--- config.mk ---
export PLATFORM = sky130hd
export DESIGN_NAME = stbs_ctrl
export DESIGN_NICKNAME = d
export VERILOG_FILES = /design/src/hw/rtl/stbs_pkg.sv /design/src/hw/rtl/stbs_ctrl.sv
export SDC_FILE = /design/constraint.sdc
export NUM_CORES = 1
export LEC_CHECK = 0
export BUFFER_PORTS_ARGS = -buffer_cell sky130_fd_sc_hd__buf_4
export CORE_MARGIN = 2
export CORE_UTILIZATION = 55
export CTS_CLUSTER_SIZE = 8
export DETAILED_ROUTE_END_ITERATION = 10
export PLACE_DENSITY = 0.85
export RECOVER_POWER = 25
export SYNTH_ARGS = -nofsm -noshare
export SYNTH_HDL_FRONTEND = slang
export SYNTH_SLANG_ARGS = --single-unit
--- constraint.sdc ---
create_clock -name clk -period 7 [get_ports clk]
set_input_delay 0 -clock clk [delete_from_list [all_inputs] [get_ports clk]]
set_output_delay 0 -clock clk [all_outputs]
set_load 0.02 [all_outputs]
--- src/hw/rtl/stbs_pkg.sv ---
package stbs_pkg;

    // fixed field widths of the ports
    localparam int VAL_W   = 32;
    localparam int IDX_F_W = 10;
    localparam int CNT_W   = 11;
    localparam int LEN_W   = 11;

    // defaults for the top-level parameters
    localparam int DEF_TABLE_DEPTH = 1024;
    localparam int DEF_DATA_WIDTH  = 32;

    // command codes
    localparam logic CMD_WRITE  = 1'b0;
    localparam logic CMD_SEARCH = 1'b1;

    // search modes
    localparam logic [1:0] MODE_EXACT = 2'd0;
    localparam logic [1:0] MODE_FIRST = 2'd1;
    localparam logic [1:0] MODE_LAST  = 2'd2;
    localparam logic [1:0] MODE_COUNT = 2'd3;

    // one search result
    typedef struct packed {
        logic               found;
        logic [IDX_F_W-1:0] match_index;
        logic [CNT_W-1:0]   match_count;
    } res_t;

endpackage

--- src/hw/rtl/stbs_ctrl.sv ---
module stbs_ctrl
    import stbs_pkg::*;
#(
    parameter int TABLE_DEPTH = DEF_TABLE_DEPTH,
    parameter int DATA_WIDTH  = DEF_DATA_WIDTH,
    localparam int IDX_W      = $clog2(TABLE_DEPTH),
    localparam int NMAX       = (TABLE_DEPTH < 2047) ? TABLE_DEPTH : 2047,
    localparam int PW         = $clog2(NMAX + 1)
)
(
    input  logic                  clk,
    input  logic                  rst_n,
    input  logic                  start,
    input  logic [LEN_W-1:0]      len,
    input  logic [VAL_W-1:0]      key,
    input  logic [1:0]            mode,
    output logic                  busy,
    output logic                  rd_en,
    output logic [IDX_W-1:0]      rd_addr,
    input  logic [DATA_WIDTH-1:0] rd_data,
    output logic                  res_valid,
    output res_t                  res,
    input  logic                  res_ready
);

    typedef enum logic [1:0] {
        ST_IDLE,
        ST_PROBE,
        ST_CMP,
        ST_DONE
    } state_t;

    state_t                  state_reg, state_next;
    logic [PW-1:0]           low_reg, low_next;
    logic [PW-1:0]           hi1_reg, hi1_next;
    logic [PW-1:0]           mid_reg, mid_next;
    logic [PW-1:0]           hit_reg, hit_next;
    logic                    hit_valid_reg, hit_valid_next;
    logic [PW-1:0]           first_reg, first_next;
    logic [PW-1:0]           n_reg, n_next;
    logic signed [DATA_WIDTH-1:0] key_reg, key_next;
    logic [1:0]              mode_reg, mode_next;
    logic                    second_reg, second_next;
    res_t                    res_reg, res_next;

    logic [PW-1:0]           span;
    logic [PW-1:0]           mid;
    logic                    live;
    logic signed [DATA_WIDTH-1:0] entry;
    logic                    go_left;
    logic                    go_right;
    logic [PW-1:0]           n_start;

    // midpoint of the live window [low, hi1)
    assign span = hi1_reg - low_reg - PW'(1);
    assign mid  = low_reg + (span >> 1);
    assign live = low_reg < hi1_reg;

    assign entry = rd_data;

    // direction kept after a hit
    assign go_left  = (mode_reg == MODE_FIRST) || ((mode_reg == MODE_COUNT) && !second_reg);
    assign go_right = (mode_reg == MODE_LAST) || ((mode_reg == MODE_COUNT) && second_reg);

    // length saturated at the table depth, and at most 2047
    assign n_start = (32'(len) > 32'(NMAX)) ? PW'(NMAX) : PW'(len);

    always_comb
    begin
        state_next     = state_reg;
        low_next       = low_reg;
        hi1_next       = hi1_reg;
        mid_next       = mid_reg;
        hit_next       = hit_reg;
        hit_valid_next = hit_valid_reg;
        first_next     = first_reg;
        n_next         = n_reg;
        key_next       = key_reg;
        mode_next      = mode_reg;
        second_next    = second_reg;
        res_next       = res_reg;

        unique case (state_reg)
            ST_IDLE:
            begin
                if (start)
                begin
                    key_next       = DATA_WIDTH'($signed(key));
                    mode_next      = mode;
                    n_next         = n_start;
                    low_next       = '0;
                    hi1_next       = n_start;
                    hit_valid_next = 1'b0;
                    second_next    = 1'b0;
                    state_next     = ST_PROBE;
                end
            end
            ST_PROBE:
            begin
                if (live)
                begin
                    mid_next   = mid;
                    state_next = ST_CMP;
                end
                else if ((mode_reg == MODE_COUNT) && !second_reg && hit_valid_reg)
                begin
                    // leftmost found, now look for the rightmost
                    first_next     = hit_reg;
                    low_next       = '0;
                    hi1_next       = n_reg;
                    hit_valid_next = 1'b0;
                    second_next    = 1'b1;
                end
                else
                begin
                    res_next.found       = hit_valid_reg;
                    res_next.match_index = (hit_valid_reg && (mode_reg != MODE_COUNT))
                                         ? IDX_F_W'(hit_reg) : '0;
                    res_next.match_count = (hit_valid_reg && (mode_reg == MODE_COUNT))
                                         ? CNT_W'(hit_reg) - CNT_W'(first_reg) + CNT_W'(1)
                                         : '0;
                    state_next           = ST_DONE;
                end
            end
            ST_CMP:
            begin
                if (entry == key_reg)
                begin
                    hit_next       = mid_reg;
                    hit_valid_next = 1'b1;
                    if (go_left)
                    begin
                        hi1_next = mid_reg;
                    end
                    else if (go_right)
                    begin
                        low_next = mid_reg + PW'(1);
                    end
                    else
                    begin
                        // exact mode: close the window
                        low_next = hi1_reg;
                    end
                end
                else if (entry < key_reg)
                begin
                    low_next = mid_reg + PW'(1);
                end
                else
                begin
                    hi1_next = mid_reg;
                end
                state_next = ST_PROBE;
            end
            ST_DONE:
            begin
                if (res_ready)
                begin
                    state_next = ST_IDLE;
                end
            end
            default:
            begin
                state_next = ST_IDLE;
            end
        endcase
    end

    always_ff @(posedge clk or negedge rst_n)
    begin
        if (!rst_n)
        begin
            state_reg     <= ST_IDLE;
            hit_valid_reg <= 1'b0;
            second_reg    <= 1'b0;
            low_reg       <= '0;
            hi1_reg       <= '0;
            mid_reg       <= '0;
            hit_reg       <= '0;
            first_reg     <= '0;
            n_reg         <= '0;
            key_reg       <= '0;
            mode_reg      <= MODE_EXACT;
            res_reg       <= '0;
        end
        else
        begin
            state_reg     <= state_next;
            hit_valid_reg <= hit_valid_next;
            second_reg    <= second_next;
            low_reg       <= low_next;
            hi1_reg       <= hi1_next;
            mid_reg       <= mid_next;
            hit_reg       <= hit_next;
            first_reg     <= first_next;
            n_reg         <= n_next;
            key_reg       <= key_next;
            mode_reg      <= mode_next;
            res_reg       <= res_next;
        end
    end

    assign busy      = state_reg != ST_IDLE;
    assign rd_en     = (state_reg == ST_PROBE) && live;
    assign rd_addr   = IDX_W'(mid);
    assign res_valid = state_reg == ST_DONE;
    assign res       = res_reg;

endmodule

# Yosys cells after proc, flatten, opt, wreduce, memory -nomap -nowiden
# Index checks and enable logic that the tools add are counted.
word_totals:
  reg_bits: 126
  input_bits: 81
  elab_cells: 97
classes:
  add_sub_neg: 6
  n_lt_le_gt_ge: 3
  eq_ne: 18
  muxes: 31
  bitwise_logic: 2
  n_reduce_logical: 23
ops:
  columns: ["cell", "count"]
  rows:
  - ["$mux 11", 15]
  - ["$pmux 11 s3", 2]
  - ["$eq 32x32->1", 1]
  - ["$lt 32x32->1", 1]
  - ["$add 11x1->11 const B", 2]
  - ["$sub 11x11->11", 2]
  - ["$ne 3x3->1 const B", 5]
  - ["$reduce_and 6->1", 2]
  - ["$add 11x10->11", 1]
  - ["$gt 11x11->1 const B", 1]
  - ["$lt 11x11->1", 1]
  - ["$sub 11x1->11 const B", 1]
  - ["$mux 10", 1]
  - ["$ne 2x2->1 const B", 5]
  - ["$reduce_and 3->1", 3]
  - ["$eq 2x2->1 const B", 4]
  - ["$mux 2", 4]
  - ["$pmux 2 s4", 1]
  - ["$logic_and 1x1->1", 6]
  - ["$mux 1", 6]
  - ["$reduce_and 2->1", 3]
  - ["$reduce_and 5->1", 1]
  - ["$eq 2x1->1 const B", 2]
  - ["$reduce_and 4->1", 1]
  - ["9 further kinds", 12]

# Depth between registers and ports, before layout
# Gate-level depths: netlist of the first run.
logic_depth:
  word_depth: 7
  ltp_mapped: 16
  ltp_nobuf: 16

# Worst setup path after synthesis of the first run
# No wires, ideal clock.
synth_path:
  path_kind: "register to register"
  from: "reg low_reg[1]"
  to: "reg mid_reg[9]"
  setup_time_ns: 0.125
  arrival_time_ns: 2.937
  slack_ns: 3.938
  stages_incl_launch_ff: 16
  period_less_slack_ns: 3.062
  cell_sequence: "dfrtp_1 -> inv_1 -> fa_1 -> a21oi_1 -> nor2_1 -> nor2_1 -> o21bai_1 -> a21oi_1 -> xnor2_1 -> ha_1 -> nor3_1 -> nor2_1 -> a31o_2 -> a21oi_1 -> xnor2_1 -> mux2_2"
synth_between:
  elab_chain_cells: 3
synth_rtl:
  columns: ["item", "line_no", "rtl"]
  rows:
  - ["start: declaration", "stbs_ctrl.sv:34", "logic [PW-1:0] low_reg, low_next;"]
  - ["start signal: assignment", "stbs_ctrl.sv:191", "low_reg <= low_next;"]
  - ["$sub 11x11->11", "stbs_ctrl.sv:55", "assign span = hi1_reg - low_reg - PW'(1);"]
  - ["$sub 11x1->11", "stbs_ctrl.sv:55", null]
  - ["$add 11x10->11 (*)", "stbs_ctrl.sv:56", "assign mid = low_reg + (span >> 1);"]
  - ["net mid[9]", "stbs_ctrl.sv:47", "logic [PW-1:0] mid;"]
  - ["end signal: assignment", "stbs_ctrl.sv:193", "mid_reg <= mid_next;"]
  - ["end: declaration", "stbs_ctrl.sv:36", "logic [PW-1:0] mid_reg, mid_next;"]
# The timed path passes the listed nets; every way through them passes the cells marked *.
# A chain may end at the register's enable or synchronous reset.

# Worst setup path in the final report of the first run
layout_path:
  from: "reg low_reg[1]"
  to: "out rd_addr[9]"
layout_between:
  elab_chain_cells: 3
layout_rtl:
  columns: ["item", "line_no", "rtl"]
  rows:
  - ["$sub 11x11->11", "stbs_ctrl.sv:55", null]
  - ["$sub 11x1->11", "stbs_ctrl.sv:55", null]
  - ["$add 11x10->11 (*)", "stbs_ctrl.sv:56", null]
  - ["end: declaration", "stbs_ctrl.sv:19", "output logic [IDX_W-1:0] rd_addr,"]
# Mark *: on every way between the ends. The rest lies on a longest branch, timed or not.

==> run metrics, run 1 <==
status complete, but fails checks; failing checks max-capacitance violations, max-slew violations; gpl congestion just under 0.9; GR Overflow Total 0; Clock Tree Buf Depth 2; CTS Buf Count 17; n_diodes 0; die area 0.0153 mm^2; Final Non-Filler Cells ~1100; DP Cell Count 1056; main flop type after synthesis dfrtp_1; proportion of layout cells with a drive suffix above 1 roughly a quarter; Post-Syn Area 0.00787 mm^2; Unique masters post-synth between 50 and 60; Clock Latency Late Sink 420 ps; Max-cap violations 1; DR vias about 6500; core region area 0.0139 mm^2; sw frac between 40% and 50%; hold path cells 3; vias per cell between 5 and 6; vias in the first global route 6940; Flop pwr share a little under a quarter; hold crit path type input pin to flip-flop; most frequent cells in the layout 126 x dfrtp_1, 105 x buf_4, 91 x nand2_1, 85 x ha_1, 79 x inv_1; CTS H-tree depth 4; Final Hold Viols 0; combinational share of power 57.1%; Initial Utilization 56.5%; Post-Syn Nets 960; Final ANT Viol Nets 0; global-route wire length before repair about 33 mm; commonest non-fill, non-tap cell in the layout dfrtp_1; Max Slew Vio Count 60; initial DRC count 474; Leak around 0.0048 uW; CTS tree yes; Max Clock Freq ~270 MHz; final wirelength 19.7 mm; yosys warns 0; min cycle time layout ~3700 ps; Chip Width around 120 um; die height around 120 um; post-cts hold buffer count 54; Worst setup EP type primary output; GRT Overall Usage about 28%; NetSw 2100 uW; IO Port Bufs 115; iteration count of the initial detailed-routing pass 5; Sink Count roughly 130; worst-case reg-to-reg path depth 16; Final Skew about 5.6 ps; complex-gate fraction of the synthesized area 13.0%; CP arrival about 3700 ps; Post-synth ARST share 100%; startpoint types flip-flop; number of cells produced by synthesis roughly 800; largest net degree at the start of global routing between 60 and 70; VDD IR max 0.000249 V; fin nets roughly 1100; # rows 43; critical path type flip-flop to primary output; adder-cell share of the synthesized area approximately 14%; Clock transition at path regs roughly 60 ps; Crit path required time ~7000 ps; xor-xnor portion of the synthesized cell area 3.78%; main combinational cell family by area after synthesis adder cells; RSZ-0062 raised after global routing false; setup TNS 0 ps; Avg WL per Cell 17.2 um; max reg flops 32; number of enable flip-flop cells after synthesis 0; Clock power frac 19.1%; register area share after synthesis ~40%; Setup Buffers After CTS 0; syn_area_per_cell a little under 10 um^2; period utilization 52.4%; Setup Viol. Count Final 0; initial antenna violation count 0; DRC violations left 0; Power Dens Cells around 490 mW/mm^2; Ports between 100 and 150; number of synthesized register bits 126; Post-Synth Simple-Gate Area 11.2%; measured slew at the worst slew-check pin ~3400 ps; multiplexer share of the synthesized area between 10% and 20%; synth-to-layout area growth 26.1%; Power Internal ~2800 uW; post-CTS sizing 0; CP Max Fanout 4; clk root buf clkbuf_16; relative slew slack -126%; DP HPWL ~13 mm
## cells in the mapped netlist (2+ instances only)
master       n  area share (%)
dfrtp_1    126              40
o21a_1       3            0.29
o31ai_1      9            0.86
a22oi_1      3            0.29
a21boi_0     3            0.29
o21bai_1     3            0.29
fa_1         3            0.76
o21ai_1      2            0.13
nand2_1     92             4.4
o2111ai_1    2            0.22
a22o_1      12             1.3
nand4_2      3            0.48
mux2_2      69             9.9
xnor2_1     20             2.2
inv_1       79             3.8
and3_1       6            0.48
a21o_1       8            0.76
o22ai_1     12            0.95
nor2_1      25             1.2
and2_1       2            0.16
a2111oi_0    3            0.33
a31o_2       2            0.22
ha_1        85              14
a21oi_1     37             2.4
o21ai_0     54             3.4
clkbuf_1    22             1.0
nand2b_1    11            0.87
mux2i_1      5            0.64
nand3_1     14            0.89
nor3_1      11            0.70
mux2_4       6             1.1
o211ai_1     5            0.48
nor4_1       2            0.16
xor2_1      14             1.6
buf_4       10            0.95
nor2b_1      3            0.24
nand4_1      6            0.48
## metal layers
| metal | vias to the layer above | wire [um] | global-route usage, % |
|---|---|---|---|
| li1 | 3068 | - | - |
| met1 | 3116 | 7670 | 31.2 |
| met2 | 223 | 10100 | 49.4 |
| met3 | 63 | 1180 | 7.46 |
| met4 | 0 | 745 | 13.1 |
| met5 | - | 0 | 0 |
## layout make-up
class / instances / area, um^2
clock buffer: 17 / 425
clock inverter: 15 / 196
fill: 990 / 4010
inverter: 80 / 300
multi-input combinational: 551 / 4250
sequential: 126 / 3150
tap: 180 / 225
timing repair buffer: 173 / 1380
## worst max-delay path, stage by stage, from the launching register on
cell	delay, ps
dfrtp_1	410
inv_1	110
ha_1	320
and3b_1	180
o21ai_0	210
a21oi_1	160
o2111ai_1	260
nand2_1	90
nor2_1	110
xnor2_1	80
ha_1	220
nor3_1	170
o211ai_1	160
a31o_2	250
a21oi_1	190
xnor2_1	160
buf_4	170
## path summary, 6_finish.rpt
path                                        startpoint                      end  slack, ps
worst max-delay path            low_reg[1]$_DFFE_PN0P_               rd_addr[9]       3330
worst min-delay path                            key[2]   key_reg[2]$_DFFE_PN0P_        360
worst max register to register  low_reg[1]$_DFFE_PN0P_   mid_reg[9]$_DFFE_PN0P_       3610
min in group asynchronous                        rst_n   low_reg[1]$_DFFE_PN0P_       1270
max in group asynchronous                        rst_n  key_reg[27]$_DFFE_PN0P_       3470
worst min register to register      res[0]$_DFFE_PN0P_       res[0]$_DFFE_PN0P_        470
## power groups by stage
stage               clock network [uW]  logic (uW)  registers (uW)
global placement                     0        2620            1140
floorplan                            0        2220            1090
global route                       983        3060            1180
CTS                                942        2760            1150
finish                             934        2790            1160
detailed placement                   0        2690            1150
## cell families (layout without fill, tap and decap cells)
kind of cell / Yosys count / after routing
simple gates: 184 / 184
xor+xnor: 34 / 34
fa+ha+maj: 88 / 88
compound gates: 165 / 165
flops: 126 / 126
mux: 80 / 80
buf+inv: 114 / 285
## metrics by stage
stage	hold slack, ps	cell area, um^2	setup slack (ps)	util, %	total power, uW
2_1_floorplan	-296	7870	3940	-	3310
3_3_place_gp	128	8820	3730	63.3	3760
3_5_place_dp	135	8820	3640	63.3	3850
4_1_cts	231	9980	3340	71.6	4850
5_1_grt	365	9930	2690	71.2	5220
6_report	358	9930	3330	71.2	4880
Power figures use the tool's default switching activity.
==> run 2, diff against run 1 <==
--- a/config.mk
+++ b/config.mk
@@ -7,10 +7,10 @@
 export LEC_CHECK = 0
 export BUFFER_PORTS_ARGS = -buffer_cell sky130_fd_sc_hd__buf_4
 export CORE_MARGIN = 2
-export CORE_UTILIZATION = 55
+export CORE_UTILIZATION = 53
 export CTS_CLUSTER_SIZE = 8
 export DETAILED_ROUTE_END_ITERATION = 10
-export PLACE_DENSITY = 0.85
+export PLACE_DENSITY = 0.86
 export RECOVER_POWER = 25
 export SYNTH_ARGS = -nofsm -noshare
 export SYNTH_HDL_FRONTEND = slang
==> constraint.sdc (replaced) <==
create_clock -name clk -period 3.35 [get_ports clk]
set_input_delay 0 -clock clk [delete_from_list [all_inputs] [get_ports clk]]
set_output_delay 0 -clock clk [all_outputs]
set_load 0.02 [all_outputs]
==> run 2 against run 1 <==
Net effect:
- the run ends with max-capacitance violations, max-slew violations, negative setup slack left
- core utilization is 1.2 points lower
- non-clock buffer count is 14 higher
- hold slack better by 2.1 ps
- worst setup slack worse by 3400 ps
- count of clock-buffer cells in the layout is 3 higher
- global-route usage is 1.5 points lower
- combinational power is 140% higher
==> run metrics, run 2 (synthesis gave the netlist of run 1 again) <==
VDD IR max 0.000677 V (was 0.000249 V); initial DRC count 387 (was 474); Worst setup EP type primary output (unchanged); measured slew at the worst slew-check pin 1510 ps (was 3390 ps); die height 126 um (was 124 um); status complete, but fails checks (unchanged); proportion of layout cells with a drive suffix above 1 27.8% (was 23.3%); Critical-path top delay cell dfrtp_1 (unchanged); failing checks max-capacitance violations, max-slew violations, negative setup slack (was max-capacitance violations, max-slew violations); largest net degree at the start of global routing 60 (was 69); core region area 0.0145 mm^2 (was 0.0139 mm^2); synth-to-layout area growth 29.4% (was 26.1%); CTS tree yes (unchanged); period utilization 103%; Clock Latency Late Sink 420 ps (about the same); GR Overflow Total 0 (unchanged); clk root buf clkbuf_16 (unchanged); Ports 116 (unchanged); fin nets 1132 (was 1118); most frequent cells in the layout 125 x dfrtp_1, 120 x buf_4, 89 x nand2_1, 81 x ha_1, 78 x inv_1 (was 126 x dfrtp_1, 105 x buf_4, 91 x nand2_1, 85 x ha_1, 79 x inv_1); sw frac 42.4% (was 43.0%); commonest non-fill, non-tap cell in the layout dfrtp_1 (unchanged); Final ANT Viol Nets 0 (unchanged); startpoint types flip-flop (unchanged); final setup margin -95.1 ps (was 3330 ps); combinational share of power 60.4% (was 57.1%); Worst Hold Margin 360 ps (was 358 ps); GRT Overall Usage 26.3% (was 27.9%); Worst path most repeated cell a21oi_2; critical path type flip-flop to primary output (unchanged); CP Max Fanout 4 (unchanged); RSZ-0062 raised after global routing true (was false); Sink Count 126 (unchanged); min cycle time layout 3450 ps; final wirelength 20.5 mm (was 19.7 mm); Power Dens Cells 1090 mW/mm^2 (was 491 mW/mm^2); vias in the first global route 6971 (was 6940); Setup Viol. Count Final 1 (was 0); gpl congestion 0.874 (was 0.882); area of the multi-input gates 0.00438 mm^2 (was 0.00425 mm^2); Flop pwr share 21.7% (was 23.8%); Max-cap violations 1 (unchanged); die area 0.0158 mm^2 (was 0.0153 mm^2); Chip Width 126 um (was 124 um); # rows 44 (was 43); relative slew slack -0.498% (was -126%); Crit path required time 3350 ps (was 7000 ps); vias per cell 5.60 (was 5.67); Power Internal 6400 uW (was 2780 uW); Final Hold Viols 0 (unchanged); fill cell count 1038 (was 990); Clock Tree Buf Depth 2 (unchanged); Max Slew Vio Count 59 (was 60); Max Clock Freq about 290 MHz; DRC violations left 0 (unchanged); max incr delay on CP 390 ps (was 410 ps); hold crit path type input pin to flip-flop (unchanged); Avg WL per Cell 17.7 um (was 17.2 um); initial antenna violation count 0 (unchanged); CP cell instances inv_2 > ha_4 > and3b_1 > o21ai_2 > a21oi_2 > o21a_1 > nor2_2 > xnor2_1 > ha_1 > nand2_1 > o211ai_1 > a31o_2 > a21oi_2 > xnor2_2 > buf_4 (was inv_1 > ha_1 > and3b_1 > o21ai_0 > a21oi_1 > o2111ai_1 > nand2_1 > nor2_1 > xnor2_1 > ha_1 > nor3_1 > o211ai_1 > a31o_2 > a21oi_1 > xnor2_1 > buf_4); DP HPWL 12.9 mm (about the same); Clock power frac 17.9% (was 19.1%); n_diodes 0 (unchanged); CP arrival 3450 ps (was 3670 ps); Leak 0.00496 uW (was 0.00482 uW); Final Skew 6.94 ps (was 5.62 ps); Seq. cell area 0.00315 mm^2 (about the same); global-route wire length before repair 33.4 mm (was 32.8 mm); DR vias 6489 (was 6470); Clock transition at path regs 50 ps (was 60 ps); IO Port Bufs 115 (unchanged); CTS Buf Count 17 (unchanged); CTS H-tree depth 4 (unchanged); NetSw 4720 uW (was 2100 uW); Initial Utilization 54.1% (was 56.5%); iteration count of the initial detailed-routing pass 5 (unchanged); max reg flops 32 (unchanged); setup TNS -95.1 ps (was 0 ps)
[run 2: routing by layer]
metal  vias up  GRT usage [%]  wire [um]
met5         -              0          0
met3        61           6.37       1160
met4         0           10.6        695
li1       3085              -          -
met2       236           47.9      10700
met1      3107           29.7       7940
[run 2: per-stage QoR]
stage	util (%)	instance area [um^2]	total power, uW	instances	setup WS [ps]
floorplan	-	7870	6910	791	288
global placement	60.9	8840	7840	1063	122
detailed placement	60.9	8840	8020	1063	30.1
CTS	69.4	10100	10400	1153	-23.8
global route	70.1	10200	11800	1159	-219
finish	70.1	10200	11100	1159	-95.1
[run 2: final timing paths]
kind                                         from  slack (ps)                       to  cells after the start
hold reg to reg                res[0]$_DFFE_PN0P_         470       res[0]$_DFFE_PN0P_                      2
min in group asynchronous                   rst_n         490       res[2]$_DFFE_PN0P_                      2
hold / removal                             key[2]         360   key_reg[2]$_DFFE_PN0P_                      3
setup / recovery           low_reg[1]$_DFFE_PN0P_        -100               rd_addr[9]                     15
max in group asynchronous                   rst_n        1630   key_reg[9]$_DFFE_PN0P_                      3
setup reg to reg           hi1_reg[0]$_DFFE_PN0P_          60  mid_reg[10]$_DFFE_PN0P_                     18
[run 2: worst max-delay path, delay by kind of cell (launching register included)]
family / cells / cell delay [ps]
fa+ha+maj: 2 / 590
compound gates: 6 / 1060
buf+inv: 2 / 290
xor+xnor: 2 / 230
simple gates: 3 / 450
flops: 1 / 390
[run 2: area by class of cell]
cell class                      instances  area share (%)
Tap cell                              184            2.26
Clock buffer                           20            4.58
Inverter                               80            2.95
Sequential cell                       126            31.0
Multi-Input combinational cell        551            43.0
Timing Repair Buffer                  187            14.6
Clock inverter                         11            1.61
[run 2: power groups by stage]
stage                     logic, uW  clock network [uW]  registers [uW]
after CTS                      6020                2000            2380
after global placement         5470                   0            2370
after detailed placement       5620                   0            2400
after floorplan                4640                   0            2270
final                          6710                1990            2410
after global routing           7300                2080            2460
[run 2: what timing repair did]
action,4_1_cts,5_1_grt
resized for setup,12,23
pin swaps,6,20
setup buffers,7,6
cloned,0,0
setup endpoints to repair,5,8
hold buffers,52,0
hold endpoints to repair,106,0
==> run 3, diff against run 2 <==
--- a/config.mk
+++ b/config.mk
@@ -5,12 +5,12 @@
 export SDC_FILE = /design/constraint.sdc
 export NUM_CORES = 1
 export LEC_CHECK = 0
-export BUFFER_PORTS_ARGS = -buffer_cell sky130_fd_sc_hd__buf_4
 export CORE_MARGIN = 2
-export CORE_UTILIZATION = 53
+export CORE_UTILIZATION = 55
 export CTS_CLUSTER_SIZE = 8
 export DETAILED_ROUTE_END_ITERATION = 10
-export PLACE_DENSITY = 0.86
+export DONT_BUFFER_PORTS = 1
+export PLACE_DENSITY = 0.81
 export RECOVER_POWER = 25
 export SYNTH_ARGS = -nofsm -noshare
 export SYNTH_HDL_FRONTEND = slang
==> run 3 against run 2 <==
Net effect:
- the flow still finishes with violations (max-capacitance violations, max-slew violations, negative setup slack)
- non-clock buffer count is 107 lower
- power is 2.7% lower
- sequential share of layout area is 2.5 points higher
- routed wire length is 11% lower
- critical endpoint unchanged
- clock skew is 2.1 ps higher
- combinational power is 4.0% lower
- maximum frequency is 1.1% lower
- largest cell class unchanged
- critical path type unchanged
- final area is 7.6% lower
- via count is 8.2% lower
- critical path depth is 1 higher
==> run metrics, run 3 (synthesis gave the netlist of run 1 again) <==
status complete, but fails checks (unchanged); failing checks max-capacitance violations, max-slew violations, negative setup slack (unchanged); Critical Path Source hi1_reg[1]$_DFFE_PN0P_ (was low_reg[1]$_DFFE_PN0P_); fin nets 1025 (was 1132); final wirelength 18.2 mm (was 20.5 mm); CTS Buf Count 17 (unchanged); CTS tree yes (unchanged); Initial Utilization 56.5% (was 54.1%); hold path cells 3 (unchanged); clk root buf clkbuf_16 (unchanged); DP HPWL 11.9 mm (was 12.9 mm); HP Start start (was key[2]); startpoint types flip-flop (unchanged); GR Overflow Total 0 (unchanged); DRC violations left 0 (unchanged); most frequent cells in the layout 126 x dfrtp_1, 90 x nand2_1, 81 x ha_1, 78 x inv_1, 68 x mux2_2 (was 125 x dfrtp_1, 120 x buf_4, 89 x nand2_1, 81 x ha_1, 78 x inv_1); # rows 43 (was 44); design area 0.00941 mm^2 (was 0.0102 mm^2); critical path type flip-flop to primary output (unchanged); Setup Viol. Count Final 1 (unchanged); IO Port Bufs 0 (was 115); relative slew slack -15.2% (was -0.498%); DR vias 5960 (was 6489); Worst setup EP type primary output (unchanged); CTS H-tree depth 4 (unchanged); R2R Path End mid_reg[9]$_DFFE_PN0P_ (was mid_reg[10]$_DFFE_PN0P_); CP Max Fanout 4 (unchanged); n_diodes 0 (unchanged); WHS Endpoint hit_valid_reg$_DFFE_PN0P_ (was key_reg[2]$_DFFE_PN0P_); Power Dens Cells 1150 mW/mm^2 (was 1090 mW/mm^2); measured slew at the worst slew-check pin 1730 ps (was 1510 ps); Clock power frac 18.2% (was 17.9%); die height 124 um (was 126 um); largest net degree at the start of global routing 127 (was 60); Clock Tree Buf Depth 2 (unchanged); initial antenna violation count 0 (unchanged); gpl congestion 0.891 (was 0.874); vias in the first global route 6274 (was 6971); Final Hold Viols 0 (unchanged); Chip Width 124 um (was 126 um); die area 0.0153 mm^2 (was 0.0158 mm^2); sw frac 41.6% (was 42.4%); Max Slew Vio Count 127 (was 59); max incr delay on CP 400 ps (was 390 ps); flop-to-flop setup slack 10 ps (was 60 ps); RSZ-0062 raised after global routing true (unchanged); FF-to-FF Start hi1_reg[1]$_DFFE_PN0P_ (was hi1_reg[0]$_DFFE_PN0P_); hold crit path type input pin to flip-flop (unchanged); Sink Count 126 (unchanged); Flop pwr share 22.2% (was 21.7%); proportion of layout cells with a drive suffix above 1 20.0% (was 27.8%); Power Internal 6310 uW (was 6400 uW); Critical-path top delay cell dfrtp_1 (unchanged); Clock Latency Late Sink 430 ps (was 420 ps); Avg WL per Cell 17.4 um (was 17.7 um); Max-cap violations 1 (unchanged); Max Clock Freq 287 MHz (was 290 MHz); CP cell instances buf_6 > ha_4 > and3b_1 > o21ai_2 > a21oi_2 > buf_4 > o21a_1 > nor2_2 > xnor2_1 > ha_1 > nand2_2 > o211ai_1 > a31o_2 > a21oi_2 > xnor2_2 > buf_4 (was inv_2 > ha_4 > and3b_1 > o21ai_2 > a21oi_2 > o21a_1 > nor2_2 > xnor2_1 > ha_1 > nand2_1 > o211ai_1 > a31o_2 > a21oi_2 > xnor2_2 > buf_4); GRT Overall Usage 25.4% (was 26.3%); max reg flops 32 (unchanged); CP arrival 3480 ps (was 3450 ps); period utilization 104% (was 103%); worst-case reg-to-reg path depth 17 (was 18); VDD IR max 0.000682 V (was 0.000677 V); global-route wire length before repair 29.9 mm (was 33.4 mm); final setup margin -133 ps (was -95.1 ps); core region area 0.0139 mm^2 (was 0.0145 mm^2); Leak 0.00448 uW (was 0.00496 uW); combinational share of power 59.5% (was 60.4%); Cell Area, Placed 0.00804 mm^2 (was 0.00884 mm^2); Clock transition at path regs 60 ps (was 50 ps); Final Skew 9.03 ps (was 6.94 ps); initial DRC count 293 (was 387); Ports 116 (unchanged); commonest non-fill, non-tap cell in the layout dfrtp_1 (unchanged); Crit path required time 3350 ps (about the same); iteration count of the initial detailed-routing pass 5 (unchanged); min cycle time layout 3480 ps (was 3450 ps); vias per cell 5.68 (was 5.60); NetSw 4500 uW (was 4720 uW); fin util 67.5% (was 70.1%); synth-to-layout area growth 19.5% (was 29.4%); Final ANT Viol Nets 0 (unchanged)
## run 3: metrics by stage
step,instances,setup WS [ps],setup TNS [ps],hold WS [ps],total power (uW)
2_1_floorplan,791,288,0,-296,6910
3_3_place_gp,952,126,0,-291,7700
3_5_place_dp,952,7.50,0,-292,7840
4_1_cts,1043,-32.5,-32.5,24.4,10300
5_1_grt,1049,-308,-956,66.8,11600
6_report,1049,-133,-133,34.8,10800
## run 3: repair_timing
| item | 4_1_cts | 5_1_grt |
|---|---|---|
| resized for setup | 17 | 13 |
| endpoints found under the setup margin | 6 | 8 |
| hold buffers | 49 | 0 |
| pin swaps | 21 | 23 |
| buffers inserted | 10 | 7 |
| hold endpoints to repair | 181 | 0 |
## run 3: power groups by stage
stage / Sequential [uW] / Clock (uW) / Combinational [uW]
6_report: 2400 / 1970 / 6440
5_1_grt: 2460 / 2070 / 7090
4_1_cts: 2380 / 1980 / 5990
3_5_place_dp: 2410 / 0 / 5430
3_3_place_gp: 2380 / 0 / 5320
2_1_floorplan: 2270 / 0 / 4640
## run 3: metal layers
layer	track usage [%]	vias to the layer above	wire, um
li1	-	2876	-
met5	0	-	0
met2	43.9	194	9140
met1	28.7	2846	7360
met3	7.88	44	1170
met4	11.5	0	532
## run 3: area by class of cell
type	count	area, um^2
inverter	80	300
tap	180	225
timing repair buffer	80	728
clock buffer	23	508
sequential	126	3150
clock inverter	9	130
multi-input combinational	551	4360
fill	1021	4530
## run 3: how the worst max path moves through the flow
stage	endpoint	slack (ps)
final	rd_addr[9]	-130
after global routing	rd_addr[9]	-310
after CTS	rd_addr[9]	-30
after detailed placement	mid_reg[9]$_DFFE_PN0P_	8
after global placement	mid_reg[9]$_DFFE_PN0P_	130
after floorplan	mid_reg[9]$_DFFE_PN0P_	290
## run 3: critical path, delay by kind of cell (launching register included)
| family | cells | cell delay [ps] |
|---|---|---|
| flops | 1 | 400 |
| compound gates | 6 | 1040 |
| buf+inv | 3 | 440 |
| simple gates | 3 | 370 |
| xor+xnor | 2 | 230 |
| fa+ha+maj | 2 | 590 |
